File: src/rtl/odc_pkg.sv
// Package for the ordered-dither RGB to 216-color cube quantizer.
// Holds the 16x16 threshold ROM, level constants and register indexes.
// No dependencies.
package odc_pkg;

    localparam int CHAN_W   = 8;
    localparam int PHASE_W  = 4;
    localparam int LEVEL_W  = 3;
    localparam int INDEX_W  = 8;
    localparam int CFG_IDX_W = 1;

    // Ordered gain 256*5 + 5 + 1, threshold scale 5, rounding offset 127
    localparam logic [10:0] ORDERED_GAIN = 11'd1286;
    localparam logic [2:0]  TOP_LEVEL    = 3'd5;
    localparam logic [6:0]  ROUND_BIAS   = 7'd127;
    localparam logic [7:0]  CHAN_MAX     = 8'd255;

    // Configuration register indexes
    localparam logic [CFG_IDX_W-1:0] REG_DITHER_MODE       = 1'd0;
    localparam logic [CFG_IDX_W-1:0] REG_TRANSPARENT_INDEX = 1'd1;

    // Dither mode codes
    localparam logic MODE_ORDERED   = 1'b0;
    localparam logic MODE_THRESHOLD = 1'b1;

    localparam logic [INDEX_W-1:0] TRANSPARENT_RESET = 8'd255;

    // Threshold ROM, entry row*16 + column
    localparam logic [7:0] BAYER_ROM [256] = '{
        8'h01,8'hc0,8'h30,8'hf0,8'h0c,8'hcc,8'h3c,8'hfc,
        8'h03,8'hc3,8'h33,8'hf3,8'h0f,8'hcf,8'h3f,8'hff,
        8'h80,8'h40,8'hb0,8'h70,8'h8c,8'h4c,8'hbc,8'h7c,
        8'h83,8'h43,8'hb3,8'h73,8'h8f,8'h4f,8'hbf,8'h7f,
        8'h20,8'he0,8'h10,8'hd0,8'h2c,8'hec,8'h1c,8'hdc,
        8'h23,8'he3,8'h13,8'hd3,8'h2f,8'hef,8'h1f,8'hdf,
        8'ha0,8'h60,8'h90,8'h50,8'hac,8'h6c,8'h9c,8'h5c,
        8'ha3,8'h63,8'h93,8'h53,8'haf,8'h6f,8'h9f,8'h5f,
        8'h08,8'hc8,8'h38,8'hf8,8'h04,8'hc4,8'h34,8'hf4,
        8'h0b,8'hcb,8'h3b,8'hfb,8'h07,8'hc7,8'h37,8'hf7,
        8'h88,8'h48,8'hb8,8'h78,8'h84,8'h44,8'hb4,8'h74,
        8'h8b,8'h4b,8'hbb,8'h7b,8'h87,8'h47,8'hb7,8'h77,
        8'h28,8'he8,8'h18,8'hd8,8'h24,8'he4,8'h14,8'hd4,
        8'h2b,8'heb,8'h1b,8'hdb,8'h27,8'he7,8'h17,8'hd7,
        8'ha8,8'h68,8'h98,8'h58,8'ha4,8'h64,8'h94,8'h54,
        8'hab,8'h6b,8'h9b,8'h5b,8'ha7,8'h67,8'h97,8'h57,
        8'h02,8'hc2,8'h32,8'hf2,8'h0e,8'hce,8'h3e,8'hfe,
        8'h01,8'hc1,8'h31,8'hf1,8'h0d,8'hcd,8'h3d,8'hfd,
        8'h82,8'h42,8'hb2,8'h72,8'h8e,8'h4e,8'hbe,8'h7e,
        8'h81,8'h41,8'hb1,8'h71,8'h8d,8'h4d,8'hbd,8'h7d,
        8'h22,8'he2,8'h12,8'hd2,8'h2e,8'hee,8'h1e,8'hde,
        8'h21,8'he1,8'h11,8'hd1,8'h2d,8'hed,8'h1d,8'hdd,
        8'ha2,8'h62,8'h92,8'h52,8'hae,8'h6e,8'h9e,8'h5e,
        8'ha1,8'h61,8'h91,8'h51,8'had,8'h6d,8'h9d,8'h5d,
        8'h0a,8'hca,8'h3a,8'hfa,8'h06,8'hc6,8'h36,8'hf6,
        8'h09,8'hc9,8'h39,8'hf9,8'h05,8'hc5,8'h35,8'hf5,
        8'h8a,8'h4a,8'hba,8'h7a,8'h86,8'h46,8'hb6,8'h76,
        8'h89,8'h49,8'hb9,8'h79,8'h85,8'h45,8'hb5,8'h75,
        8'h2a,8'hea,8'h1a,8'hda,8'h26,8'he6,8'h16,8'hd6,
        8'h29,8'he9,8'h19,8'hd9,8'h25,8'he5,8'h15,8'hd5,
        8'haa,8'h6a,8'h9a,8'h5a,8'ha6,8'h66,8'h96,8'h56,
        8'ha9,8'h69,8'h99,8'h59,8'ha5,8'h65,8'h95,8'h55
    };

endpackage

File: src/rtl/odc_if.sv
// Channel interfaces for the cube quantizer: pixel in, index out, config write.
// Depends on odc_pkg.
interface odc_pixel_if import odc_pkg::*; ();
    logic               valid;
    logic               ready;
    logic [CHAN_W-1:0]  red;
    logic [CHAN_W-1:0]  green;
    logic [CHAN_W-1:0]  blue;
    logic               opaque;
    logic [PHASE_W-1:0] column_phase;
    logic [PHASE_W-1:0] row_phase;

    modport source (output valid, red, green, blue, opaque, column_phase, row_phase,
                    input ready);
    modport sink   (input valid, red, green, blue, opaque, column_phase, row_phase,
                    output ready);
endinterface

interface odc_index_if import odc_pkg::*; ();
    logic               valid;
    logic               ready;
    logic [INDEX_W-1:0] palette_index;

    modport source (output valid, palette_index, input ready);
    modport sink   (input valid, palette_index, output ready);
endinterface

interface odc_cfg_if import odc_pkg::*; ();
    logic                 valid;
    logic                 ready;
    logic [CFG_IDX_W-1:0] index;
    logic [INDEX_W-1:0]   data;

    modport source (output valid, index, data, input ready);
    modport sink   (input valid, index, data, output ready);
endinterface

File: src/rtl/ordered_dither_rgb_to_cube216.sv
// Top level of the ordered-dither RGB to 6x6x6 color cube quantizer.
// Depends on odc_pkg, odc_if and odc_level.
// Three-stage pipeline taking one pixel per clock when the output is not
// back-pressured. Stage 1 reads the 16x16 threshold ROM, stage 2 computes the
// three channel levels (one odc_level each), stage 3 forms (r*6+g)*6+b or the
// transparent index. Each stage holds its beat under back-pressure and reloads
// as soon as the stage after it moves, so stalls lose nothing. Registers are
// written through the config channel, which is always ready; write them only
// while the pipeline is empty.
module ordered_dither_rgb_to_cube216 import odc_pkg::*; (
    input  logic   i_clk,
    input  logic   i_rst_n,
    odc_cfg_if.sink     i_cfg,
    odc_pixel_if.sink   i_pix,
    odc_index_if.source o_idx
);

    // Configuration registers
    logic               r_mode;
    logic [INDEX_W-1:0] r_transparent;

    assign i_cfg.ready = 1'b1;

    always_ff @(posedge i_clk) begin
        if (!i_rst_n) begin
            r_mode        <= MODE_ORDERED;
            r_transparent <= TRANSPARENT_RESET;
        end else if (i_cfg.valid) begin
            unique case (i_cfg.index)
                REG_DITHER_MODE:       r_mode        <= i_cfg.data[0];
                REG_TRANSPARENT_INDEX: r_transparent <= i_cfg.data;
                default: ;
            endcase
        end
    end

    // Stage load enables
    logic w_ld1, w_ld2, w_ld3;
    logic r_v1, r_v2, r_v3;

    assign w_ld3       = !r_v3 || o_idx.ready;
    assign w_ld2       = !r_v2 || w_ld3;
    assign w_ld1       = !r_v1 || w_ld2;
    assign i_pix.ready = w_ld1;

    always_ff @(posedge i_clk) begin
        if (!i_rst_n) begin
            r_v1 <= 1'b0;
            r_v2 <= 1'b0;
            r_v3 <= 1'b0;
        end else begin
            if (w_ld1) r_v1 <= i_pix.valid;
            if (w_ld2) r_v2 <= r_v1;
            if (w_ld3) r_v3 <= r_v2;
        end
    end

    // Stage 1: threshold ROM read
    logic [CHAN_W-1:0] r_s1_red, r_s1_green, r_s1_blue;
    logic [7:0]        r_s1_bias;
    logic              r_s1_opaque;

    always_ff @(posedge i_clk) begin
        if (w_ld1) begin
            r_s1_red    <= i_pix.red;
            r_s1_green  <= i_pix.green;
            r_s1_blue   <= i_pix.blue;
            r_s1_opaque <= i_pix.opaque;
            r_s1_bias   <= BAYER_ROM[{i_pix.row_phase, i_pix.column_phase}];
        end
    end

    // Stage 2: channel levels
    logic [LEVEL_W-1:0] w_lr, w_lg, w_lb;
    logic [LEVEL_W-1:0] r_s2_lr, r_s2_lg, r_s2_lb;
    logic               r_s2_opaque;

    odc_level u_level_r (.i_mode(r_mode), .i_chan(r_s1_red),   .i_bias(r_s1_bias),
                         .o_level(w_lr));
    odc_level u_level_g (.i_mode(r_mode), .i_chan(r_s1_green), .i_bias(r_s1_bias),
                         .o_level(w_lg));
    odc_level u_level_b (.i_mode(r_mode), .i_chan(r_s1_blue),  .i_bias(r_s1_bias),
                         .o_level(w_lb));

    always_ff @(posedge i_clk) begin
        if (w_ld2) begin
            r_s2_lr     <= w_lr;
            r_s2_lg     <= w_lg;
            r_s2_lb     <= w_lb;
            r_s2_opaque <= r_s1_opaque;
        end
    end

    // Stage 3: cube index or transparent index
    logic [INDEX_W-1:0] w_cube;
    logic [INDEX_W-1:0] r_s3_index;

    assign w_cube = 8'(r_s2_lr) * 8'd36 + 8'(r_s2_lg) * 8'd6 + 8'(r_s2_lb);

    always_ff @(posedge i_clk) begin
        if (w_ld3) begin
            r_s3_index <= r_s2_opaque ? w_cube : r_transparent;
        end
    end

    assign o_idx.valid         = r_v3;
    assign o_idx.palette_index = r_s3_index;

endmodule

File: src/rtl/odc_level.sv
// One channel's 0..5 level: ordered dither or rounding threshold.
// Depends on odc_pkg.
module odc_level import odc_pkg::*; (
    input  logic               i_mode,
    input  logic [CHAN_W-1:0]  i_chan,
    input  logic [7:0]         i_bias,
    output logic [LEVEL_W-1:0] o_level
);

    logic [18:0] w_ordered;
    logic [10:0] w_scaled;
    logic [LEVEL_W-1:0] w_thresh;

    // Ordered: (1286*chan + bias<<8) >> 16
    assign w_ordered = 19'(ORDERED_GAIN) * 19'(i_chan) + {3'd0, i_bias, 8'd0};

    // Threshold: (chan*5 + 127) / 255 by counting multiples of 255 crossed
    assign w_scaled = 11'(i_chan) * 11'(TOP_LEVEL) + 11'(ROUND_BIAS);

    always_comb begin
        w_thresh = '0;
        for (int k = 1; k <= 5; k++) begin
            if (w_scaled >= 11'(k) * 11'(CHAN_MAX)) begin
                w_thresh = w_thresh + 3'd1;
            end
        end
    end

    assign o_level = (i_mode == MODE_THRESHOLD) ? w_thresh : w_ordered[18:16];

endmodule
File: src/flat_wrapper.sv
// flat-port wrapper written by rule: the top's interface ports become plain ports
module ordered_dither_rgb_to_cube216_flat import odc_pkg::*;
  (i_clk, i_rst_n, i_cfg_valid, i_cfg_index, i_cfg_data, i_cfg_ready, i_pix_valid, i_pix_red, i_pix_green, i_pix_blue, i_pix_opaque, i_pix_column_phase, i_pix_row_phase, i_pix_ready, o_idx_valid, o_idx_palette_index, o_idx_ready);
  odc_cfg_if i_cfg_i ();
  odc_pixel_if i_pix_i ();
  odc_index_if o_idx_i ();
  input  logic i_clk;
  input  logic i_rst_n;
  input wire logic [$bits(i_cfg_i.valid)-1:0] i_cfg_valid;
  input wire logic [$bits(i_cfg_i.index)-1:0] i_cfg_index;
  input wire logic [$bits(i_cfg_i.data)-1:0] i_cfg_data;
  output wire logic [$bits(i_cfg_i.ready)-1:0] i_cfg_ready;
  input wire logic [$bits(i_pix_i.valid)-1:0] i_pix_valid;
  input wire logic [$bits(i_pix_i.red)-1:0] i_pix_red;
  input wire logic [$bits(i_pix_i.green)-1:0] i_pix_green;
  input wire logic [$bits(i_pix_i.blue)-1:0] i_pix_blue;
  input wire logic [$bits(i_pix_i.opaque)-1:0] i_pix_opaque;
  input wire logic [$bits(i_pix_i.column_phase)-1:0] i_pix_column_phase;
  input wire logic [$bits(i_pix_i.row_phase)-1:0] i_pix_row_phase;
  output wire logic [$bits(i_pix_i.ready)-1:0] i_pix_ready;
  output wire logic [$bits(o_idx_i.valid)-1:0] o_idx_valid;
  output wire logic [$bits(o_idx_i.palette_index)-1:0] o_idx_palette_index;
  input wire logic [$bits(o_idx_i.ready)-1:0] o_idx_ready;
  assign i_cfg_i.valid = i_cfg_valid;
  assign i_cfg_i.index = i_cfg_index;
  assign i_cfg_i.data = i_cfg_data;
  assign i_cfg_ready = i_cfg_i.ready;
  assign i_pix_i.valid = i_pix_valid;
  assign i_pix_i.red = i_pix_red;
  assign i_pix_i.green = i_pix_green;
  assign i_pix_i.blue = i_pix_blue;
  assign i_pix_i.opaque = i_pix_opaque;
  assign i_pix_i.column_phase = i_pix_column_phase;
  assign i_pix_i.row_phase = i_pix_row_phase;
  assign i_pix_ready = i_pix_i.ready;
  assign o_idx_valid = o_idx_i.valid;
  assign o_idx_palette_index = o_idx_i.palette_index;
  assign o_idx_i.ready = o_idx_ready;
  ordered_dither_rgb_to_cube216 u_core (.i_clk(i_clk), .i_rst_n(i_rst_n), .i_cfg(i_cfg_i), .i_pix(i_pix_i), .o_idx(o_idx_i));
endmodule
File: config.mk
export PLATFORM = sky130hd
export DESIGN_NAME = ordered_dither_rgb_to_cube216_flat
export DESIGN_NICKNAME = d
export VERILOG_FILES = /design/src/rtl/odc_pkg.sv /design/src/rtl/odc_if.sv /design/src/rtl/ordered_dither_rgb_to_cube216.sv /design/src/rtl/odc_level.sv /design/src/flat_wrapper.sv
export SDC_FILE = /design/constraint.sdc
export NUM_CORES = 1
export LEC_CHECK = 0
export BUFFER_PORTS_ARGS = -buffer_cell sky130_fd_sc_hd__buf_2
export CORE_AREA = 10 10 171 173
export CTS_BUF_LIST = sky130_fd_sc_hd__clkbuf_4
export CTS_CLUSTER_DIAMETER = 50
export DETAILED_ROUTE_END_ITERATION = 12
export DIE_AREA = 0 0 181 183
export PLACE_DENSITY_LB_ADDON = 0.25
export SYNTH_ARGS = -nofsm -noshare
export SYNTH_HDL_FRONTEND = slang
export SYNTH_SLANG_ARGS = --single-unit
File: constraint.sdc
create_clock -name i_clk -period 13.7 [get_ports i_clk]
set_input_delay 3.425 -clock i_clk [delete_from_list [all_inputs] [get_ports i_clk]]
set_output_delay 3.425 -clock i_clk [all_outputs]
set_load 0.02 [all_outputs]
==> results.toml, run 1 <==
[hold_path]
hold_path_class = "reg -> reg"
min-delay-start = "u_core.r_s1_opaque$_DFFE_PP_"
hold_end = "u_core.r_s2_opaque$_DFFE_PP_"
min_path_cells = 0

[sta]
drv_slew = 0
setup_viol = 0
hold_violations = 0
max_freq_mhz = 117.7
rsz0062_at_grt = "false"
tns_ps = 0
fin_crit_sh_pct = 62.01
finClkSkew_ps = 24.35
worst_pin_slew_ps = 980.5
slew_headroom_pct = 34.56
fin_crit_ps = 8496
fin_hold_ws_ps = 434.4

[setup_path]
worstSetupStartpointType = "input pin"
crit_arrival_ps = 5070
path_class = "in -> out"
cpPeakStageDelay_ps = 810
reg2reg_depth = 23
cpMaxStageDelayCell = "nand3_2"
reg2reg_setup_slack_ps = 7880
r2r-start = "u_core.r_s1_blue[1]$_DFFE_PP_"
critPathRequiredTime_ps = 10270
cp_cell_sequence = "buf_2, nor2b_1, nand3_2, buf_2"
cp_common_cell = "buf_2"
r2r-end = "u_core.r_s2_lb[2]$_DFFE_PP_"
worstPathMaxFanout = 35
endpoint_kind = "primary output"

[logic_synthesis]
yosys_warnings = 0
async_flop_share_pct = 0
synth_seq_cells = 63
synth-xor-area-share_pct = 6.684
ys_seq_area_share_pct = 20.01
synth.area.mux_share_pct = 1.611
syn_nets = 1211
yosysTopAreaCellShare_pct = 31.79
synth.most_common_cell = "ha_1"
synthCells = 915
ys_top_cells_by_area = "ha_1 (32%), edfxtp_1 (17%), fa_1 (5.4%), inv_1 (4.2%), xnor2_1 (3.4%)"
synth_compound_area_share_pct = 16.08
yosysTopAreaCell = "ha_1"
synth.distinct_cells = 91
synth_commonest_cells = "ha_1 (225), inv_1 (99), nand2_1 (53)"
synth-edff-count = 51
syn-cell-area_sq_um = 8855
yosys.area_share.simple_pct = 13.69
synth_ff_type = "edfxtp_1"
synthAdderAreaFrac_pct = 37.22
synth_top_family_by_area = "adder cells"
avgSynthCellArea_sq_um = 9.677

[clock_network]
cts_setup_buffers = 0
numCtsBuffers = 9
htreeDepth = 3
root_buffer = "clkbuf_4"
path_clk_slew_ps = 130
clock_path_buffers = 2
clk_latency_ps = 450
cts_sinks = 63
cts_resized = 0
cts_hold_buf = 0
cts_tree = "done"

[die]
io_pins = 58
fp.dieArea_sq_um = 33120
coreArea_sq_um = 25760
rows = 59
initial_utilization_pct = 34.37
dieWidth_um = 181
dieHeight_um = 183

[placed_design]
hpwl_mm = 14.94
placedInstanceArea_sq_um = 9518
routabilityCongestion = 0.7717
dp.cells = 1298
numPortBuffers = 56

[cells_and_area]
final_cells = 1315
nets = 1270
stdcell_area_sq_um = 9692
area_delta_synth_final_pct = 9.453
drive_above_1_share_pct = 11.44
post-route-util_pct = 37.62

[detailed_routing]
drt.antenna.violating_nets = 0
first_iter_violations = 287
vias = 6609
first_pass_iters = 4
routed_via_density = 5.026
drc = 0
routed_wirelength_mm = 17.99
wl_per_cell_um = 13.68

[global_route]
gr-usage-all-layers_pct = 11.16
grt_max_degree = 36
grt-ovfl-total = 0
antenna_found_initial = 1
grt_pass1_wl_mm = 31.28
grt_pass1_vias = 6621

[flow_run]
cap_violations = 0

[outcome]
status = "finished, final reports clean"

[power]
powerDensity_nw_per_um2 = 126.2
cellLeakagePower_nw = 4.734
ir_drop_v = 0.00008227
## layout by cell type, fill, tap and decap left out, types with 6 or more instances in the layout
master	Yosys	layout
ha_1	225	225
inv_1	99	99
buf_2	1	56
nand2_1	53	53
edfxtp_1	51	51
nor2_1	48	48
a21oi_1	37	37
xnor2_1	34	34
nand3_1	28	27
fa_1	24	24
o21ai_0	20	20
xor2_1	19	19
a21o_1	16	16
or3_1	16	16
a211oi_1	13	13
and2_1	13	13
dfxtp_1	12	12
nor3_1	11	11
o211ai_1	10	10
mux2_2	10	10
and3_1	9	9
clkbuf_4	0	9
o21a_1	8	8
nand2b_1	8	8
a31oi_1	7	7
nor2b_1	6	6
nand4_1	6	6
o21ai_1	6	6
## worst max path at each step
stage	endpoint	slack, ps	from	cells past startpoint
2_1_floorplan	i_pix_ready	5660	o_idx_ready	2
3_3_place_gp	i_pix_ready	5120	o_idx_ready	4
3_5_place_dp	i_pix_ready	5070	o_idx_ready	4
4_1_cts	i_pix_ready	5080	o_idx_ready	4
5_1_grt	i_pix_ready	4980	o_idx_ready	4
6_report	i_pix_ready	5200	o_idx_ready	4
## critical path, delay by kind of cell
kind,cells,cell delay [ps]
and+or+nand+nor,2,1100
buffers and inverters,2,550
## state kept, by name, indices dropped and copies added (netlist names)
signal / cells
u_core.r_s2_opaque: 1
u_core.r_s1_opaque: 1
u_core.r_v2: 1
u_core.r_s2_lr: 3
u_core.r_s1_bias: 8
u_core.r_s1_red: 8
u_core.r_s2_lb: 3
u_core.r_s1_green: 8
u_core.r_transparent: 8
u_core.r_s2_lg: 3
u_core.r_mode: 1
u_core.r_v1: 1
u_core.r_s1_blue: 8
u_core.o_idx.palette_index: 8
u_core.o_idx.valid: 1
## cells by family (layout without fill, tap and decap cells)
kind of cell | count (synthesis) | count (layout)
adder cells (fa/ha/maj) | 249 | 249
AO/OA/AOI/OAI | 190 | 190
other | 1 | 2
XOR/XNOR | 59 | 59
AND/OR/NAND/NOR | 233 | 233
buffers and inverters | 107 | 171
multiplexers | 13 | 13
flip-flops | 63 | 63
## power by group
part	internal (W)	switching (W)
clock	0.0000766	0.0000872
sequential	0.000252	0.0000253
combinational	0.000367	0.000415
## routing by layer
layer | vias to the layer above | share of wire, % | GRT usage [%]
met5 | - | 0 | 0
met4 | 0 | 1.0 | 2.701
met3 | 11 | 2.8 | 1.890
met2 | 78 | 45 | 18.43
met1 | 3038 | 51 | 14.86
li1 | 3482 | - | -
## through the flow
stage          total power (W)  worst slack [ps]
6_report              0.001223              5204
5_1_grt               0.001368              4985
4_1_cts               0.001244              5076
3_5_place_dp          0.001068              5069
3_3_place_gp          0.001058              5116
2_1_floorplan        0.0009028              5664
## final cells by class
type | instances | area, sq um
inverters | 99 | 371.6
multi-input cells | 745 | 6675
diodes | 1 | 2.502
well taps | 335 | 419.2
clock buffers | 9 | 67.56
flip-flops and latches | 63 | 1772
fillers | 2635 | 16070
repair buffers | 56 | 280.3
clock inverters | 7 | 103.9
Power figures use the tool's default switching activity.
==> run 2, diff against run 1 <==
--- a/config.mk
+++ b/config.mk
@@ -5,12 +5,13 @@
 export SDC_FILE = /design/constraint.sdc
 export NUM_CORES = 1
 export LEC_CHECK = 0
+export ABC_AREA = 1
 export BUFFER_PORTS_ARGS = -buffer_cell sky130_fd_sc_hd__buf_2
-export CORE_AREA = 10 10 171 173
+export CORE_AREA = 10 10 178 180
 export CTS_BUF_LIST = sky130_fd_sc_hd__clkbuf_4
 export CTS_CLUSTER_DIAMETER = 50
 export DETAILED_ROUTE_END_ITERATION = 12
-export DIE_AREA = 0 0 181 183
+export DIE_AREA = 0 0 188 190
 export PLACE_DENSITY_LB_ADDON = 0.25
 export SYNTH_ARGS = -nofsm -noshare
 export SYNTH_HDL_FRONTEND = slang
==> constraint.sdc (replaced) <==
create_clock -name i_clk -period 8.85 [get_ports i_clk]
set_input_delay 2.2125 -clock i_clk [delete_from_list [all_inputs] [get_ports i_clk]]
set_output_delay 2.2125 -clock i_clk [all_outputs]
set_load 0.02 [all_outputs]
==> run 2 against run 1 <==
Clock skew rose by 2.9 ps. Non-clock buffer count rose by 1. Combinational power rose by 51%. Critical endpoint unchanged. Area after synthesis rose by 10%. Register-to-register slack got worse by 4000 ps. Clock power rose by 36%. Global-route usage rose by 1.4 points. First-iteration DRC count rose by 19%. Synthesized cell count rose by 46%. Die area rose by 7.8%. Core utilization rose by 0.12 points.
==> results.toml, run 2 <==
[logic_synthesis]
avgSynthCellArea_sq_um = 7.310
synth-xor-area-share_pct = 2.782
synth_commonest_cells = "nand2_1 (348), ha_1 (225), inv_1 (224)"
ys_seq_area_share_pct = 18.15
synth.area.mux_share_pct = 0
synthAdderAreaFrac_pct = 33.77
synth_seq_cells = 63
syn-cell-area_sq_um = 9759
synth_ff_type = "edfxtp_1"
yosys_warnings = 0
ys_top_cells_by_area = "ha_1 (29%), edfxtp_1 (16%), nand2_1 (13%), inv_1 (8.6%), nand3_1 (5.5%)"
async_flop_share_pct = 0
yosysTopAreaCell = "ha_1"
syn_nets = 1631
synth_top_family_by_area = "adder cells"
yosys.area_share.simple_pct = 29.01
synthCells = 1335
yosysTopAreaCellShare_pct = 28.85
synth_compound_area_share_pct = 7.359
synth-edff-count = 51
synth.most_common_cell = "nand2_1"
synth.distinct_cells = 42

[sta]
setup_viol = 0
worst_pin_slew_ps = 681.8
hold_violations = 0
tns_ps = 0
max_freq_mhz = 183.7
rsz0062_at_grt = "false"
fin_crit_sh_pct = 61.53
drv_slew = 0
slew_headroom_pct = 54.13
fin_crit_ps = 5445
finClkSkew_ps = 27.22

[detailed_routing]
drt.antenna.violating_nets = 0
routed_wirelength_mm = 21.95
vias = 8408
drc = 0
first_pass_iters = 5
first_iter_violations = 341
wl_per_cell_um = 12.28
routed_via_density = 4.705

[setup_path]
crit_arrival_ps = 3230
critPathRequiredTime_ps = 6640
path_class = "in -> out"
worstPathMaxFanout = 10
endpoint_kind = "primary output"
worstSetupStartpointType = "input pin"

[clock_network]
clock_path_buffers = 2
clk_latency_ps = 460
root_buffer = "clkbuf_4"
path_clk_slew_ps = 140
cts_resized = 0
numCtsBuffers = 9
cts_tree = "done"
htreeDepth = 3
cts_sinks = 63
cts_hold_buf = 0
cts_setup_buffers = 0

[cells_and_area]
area_delta_synth_final_pct = 9.179
final_cell_mix = "nand2_1 (347), ha_1 (225), inv_1 (224)"
final.fill_count = 3025
drive_above_1_share_pct = 8.624
final_cells = 1787
post-route-util_pct = 37.73
nets = 1694
antenna_cells = 0
layout_commonest_cell = "nand2_1"

[outcome]
status = "finished, final reports clean"

[power]
total_power_w = 0.001834
cellLeakagePower_nw = 6.039
powerDensity_nw_per_um2 = 172.1
ir_drop_v = 0.0001184

[placed_design]
hpwl_mm = 18.63
numPortBuffers = 56
routabilityCongestion = 0.8330
dp.cells = 1771

[hold_path]
hold_path_class = "reg -> reg"

[die]
coreArea_sq_um = 28240
rows = 62
fp.dieArea_sq_um = 35720
dieWidth_um = 188
initial_utilization_pct = 34.56
io_pins = 58
dieHeight_um = 190

[global_route]
antenna_found_initial = 0
gr-usage-all-layers_pct = 12.60
grt-ovfl-total = 0
grt_pass1_vias = 8375
grt_pass1_wl_mm = 38.41
grt_max_degree = 35

[flow_run]
cap_violations = 0
## run 2: stage by stage
stage               hold slack [ps]  instance area, sq um  worst slack (ps)
floorplan                     400.3                  9759              3190
finish                        451.7                 10660              3405
CTS                           457.4                 10660              3409
global placement              425.3                 10510              3414
detailed placement            423.0                 10510              3410
global route                  469.2                 10660              3266
## run 2: kinds of logic after synthesis
family	after synthesis
AND/OR/NAND/NOR	638
adder cells (fa/ha/maj)	249
buffers and inverters	230
AO/OA/AOI/OAI	123
flip-flops	63
XOR/XNOR	31
other	1
## run 2: final timing paths
kind,cells past startpoint,end,start,slack [ps]
max,6,i_pix_ready,o_idx_ready,3400
min,0,u_core.r_s2_opaque$_DFFE_PP_,u_core.r_s1_opaque$_DFFE_PP_,450
max reg2reg,24,u_core.r_s2_lb[1]$_DFFE_PP_,u_core.r_s1_blue[1]$_DFFE_PP_,3880
min reg2reg,0,u_core.r_s2_opaque$_DFFE_PP_,u_core.r_s1_opaque$_DFFE_PP_,450
## run 2: area by class of cell
cell class                      instances  area [sq um]  share of cell area (%)
Multi-Input combinational cell       1042          7123                   66.85
Sequential cell                        63          1772                   16.63
Inverter                              225         844.6                   7.926
Tap cell                              384         480.5                   4.509
Timing Repair Buffer                   57         287.8                   2.701
Clock inverter                          7         80.08                  0.7515
Clock buffer                            9         67.56                  0.6341
## run 2: routing by layer
metal / vias to the layer above / share of wire [%] / global-route usage [%]
li1: 4516 / - / -
met4: 0 / 1.2 / 2.462
met5: - / 0 / 0
met1: 3782 / 52 / 16.62
met3: 19 / 2.0 / 1.721
met2: 91 / 45 / 21.53
## run 2: power by group
group | internal (W) | switching (W) | total [W]
Clock | 0.0000897 | 0.000134 | 0.000223
Combinational | 0.000455 | 0.000730 | 0.00118
Sequential | 0.000383 | 0.0000432 | 0.000426
Total | 0.000928 | 0.000907 | 0.00183
## run 2: worst max-delay path, cell delays in order
cell and delay, ps:
buf_2 90, inv_1 40, nand2_1 250, nor2_1 300, nand2_2 140, buf_2 190
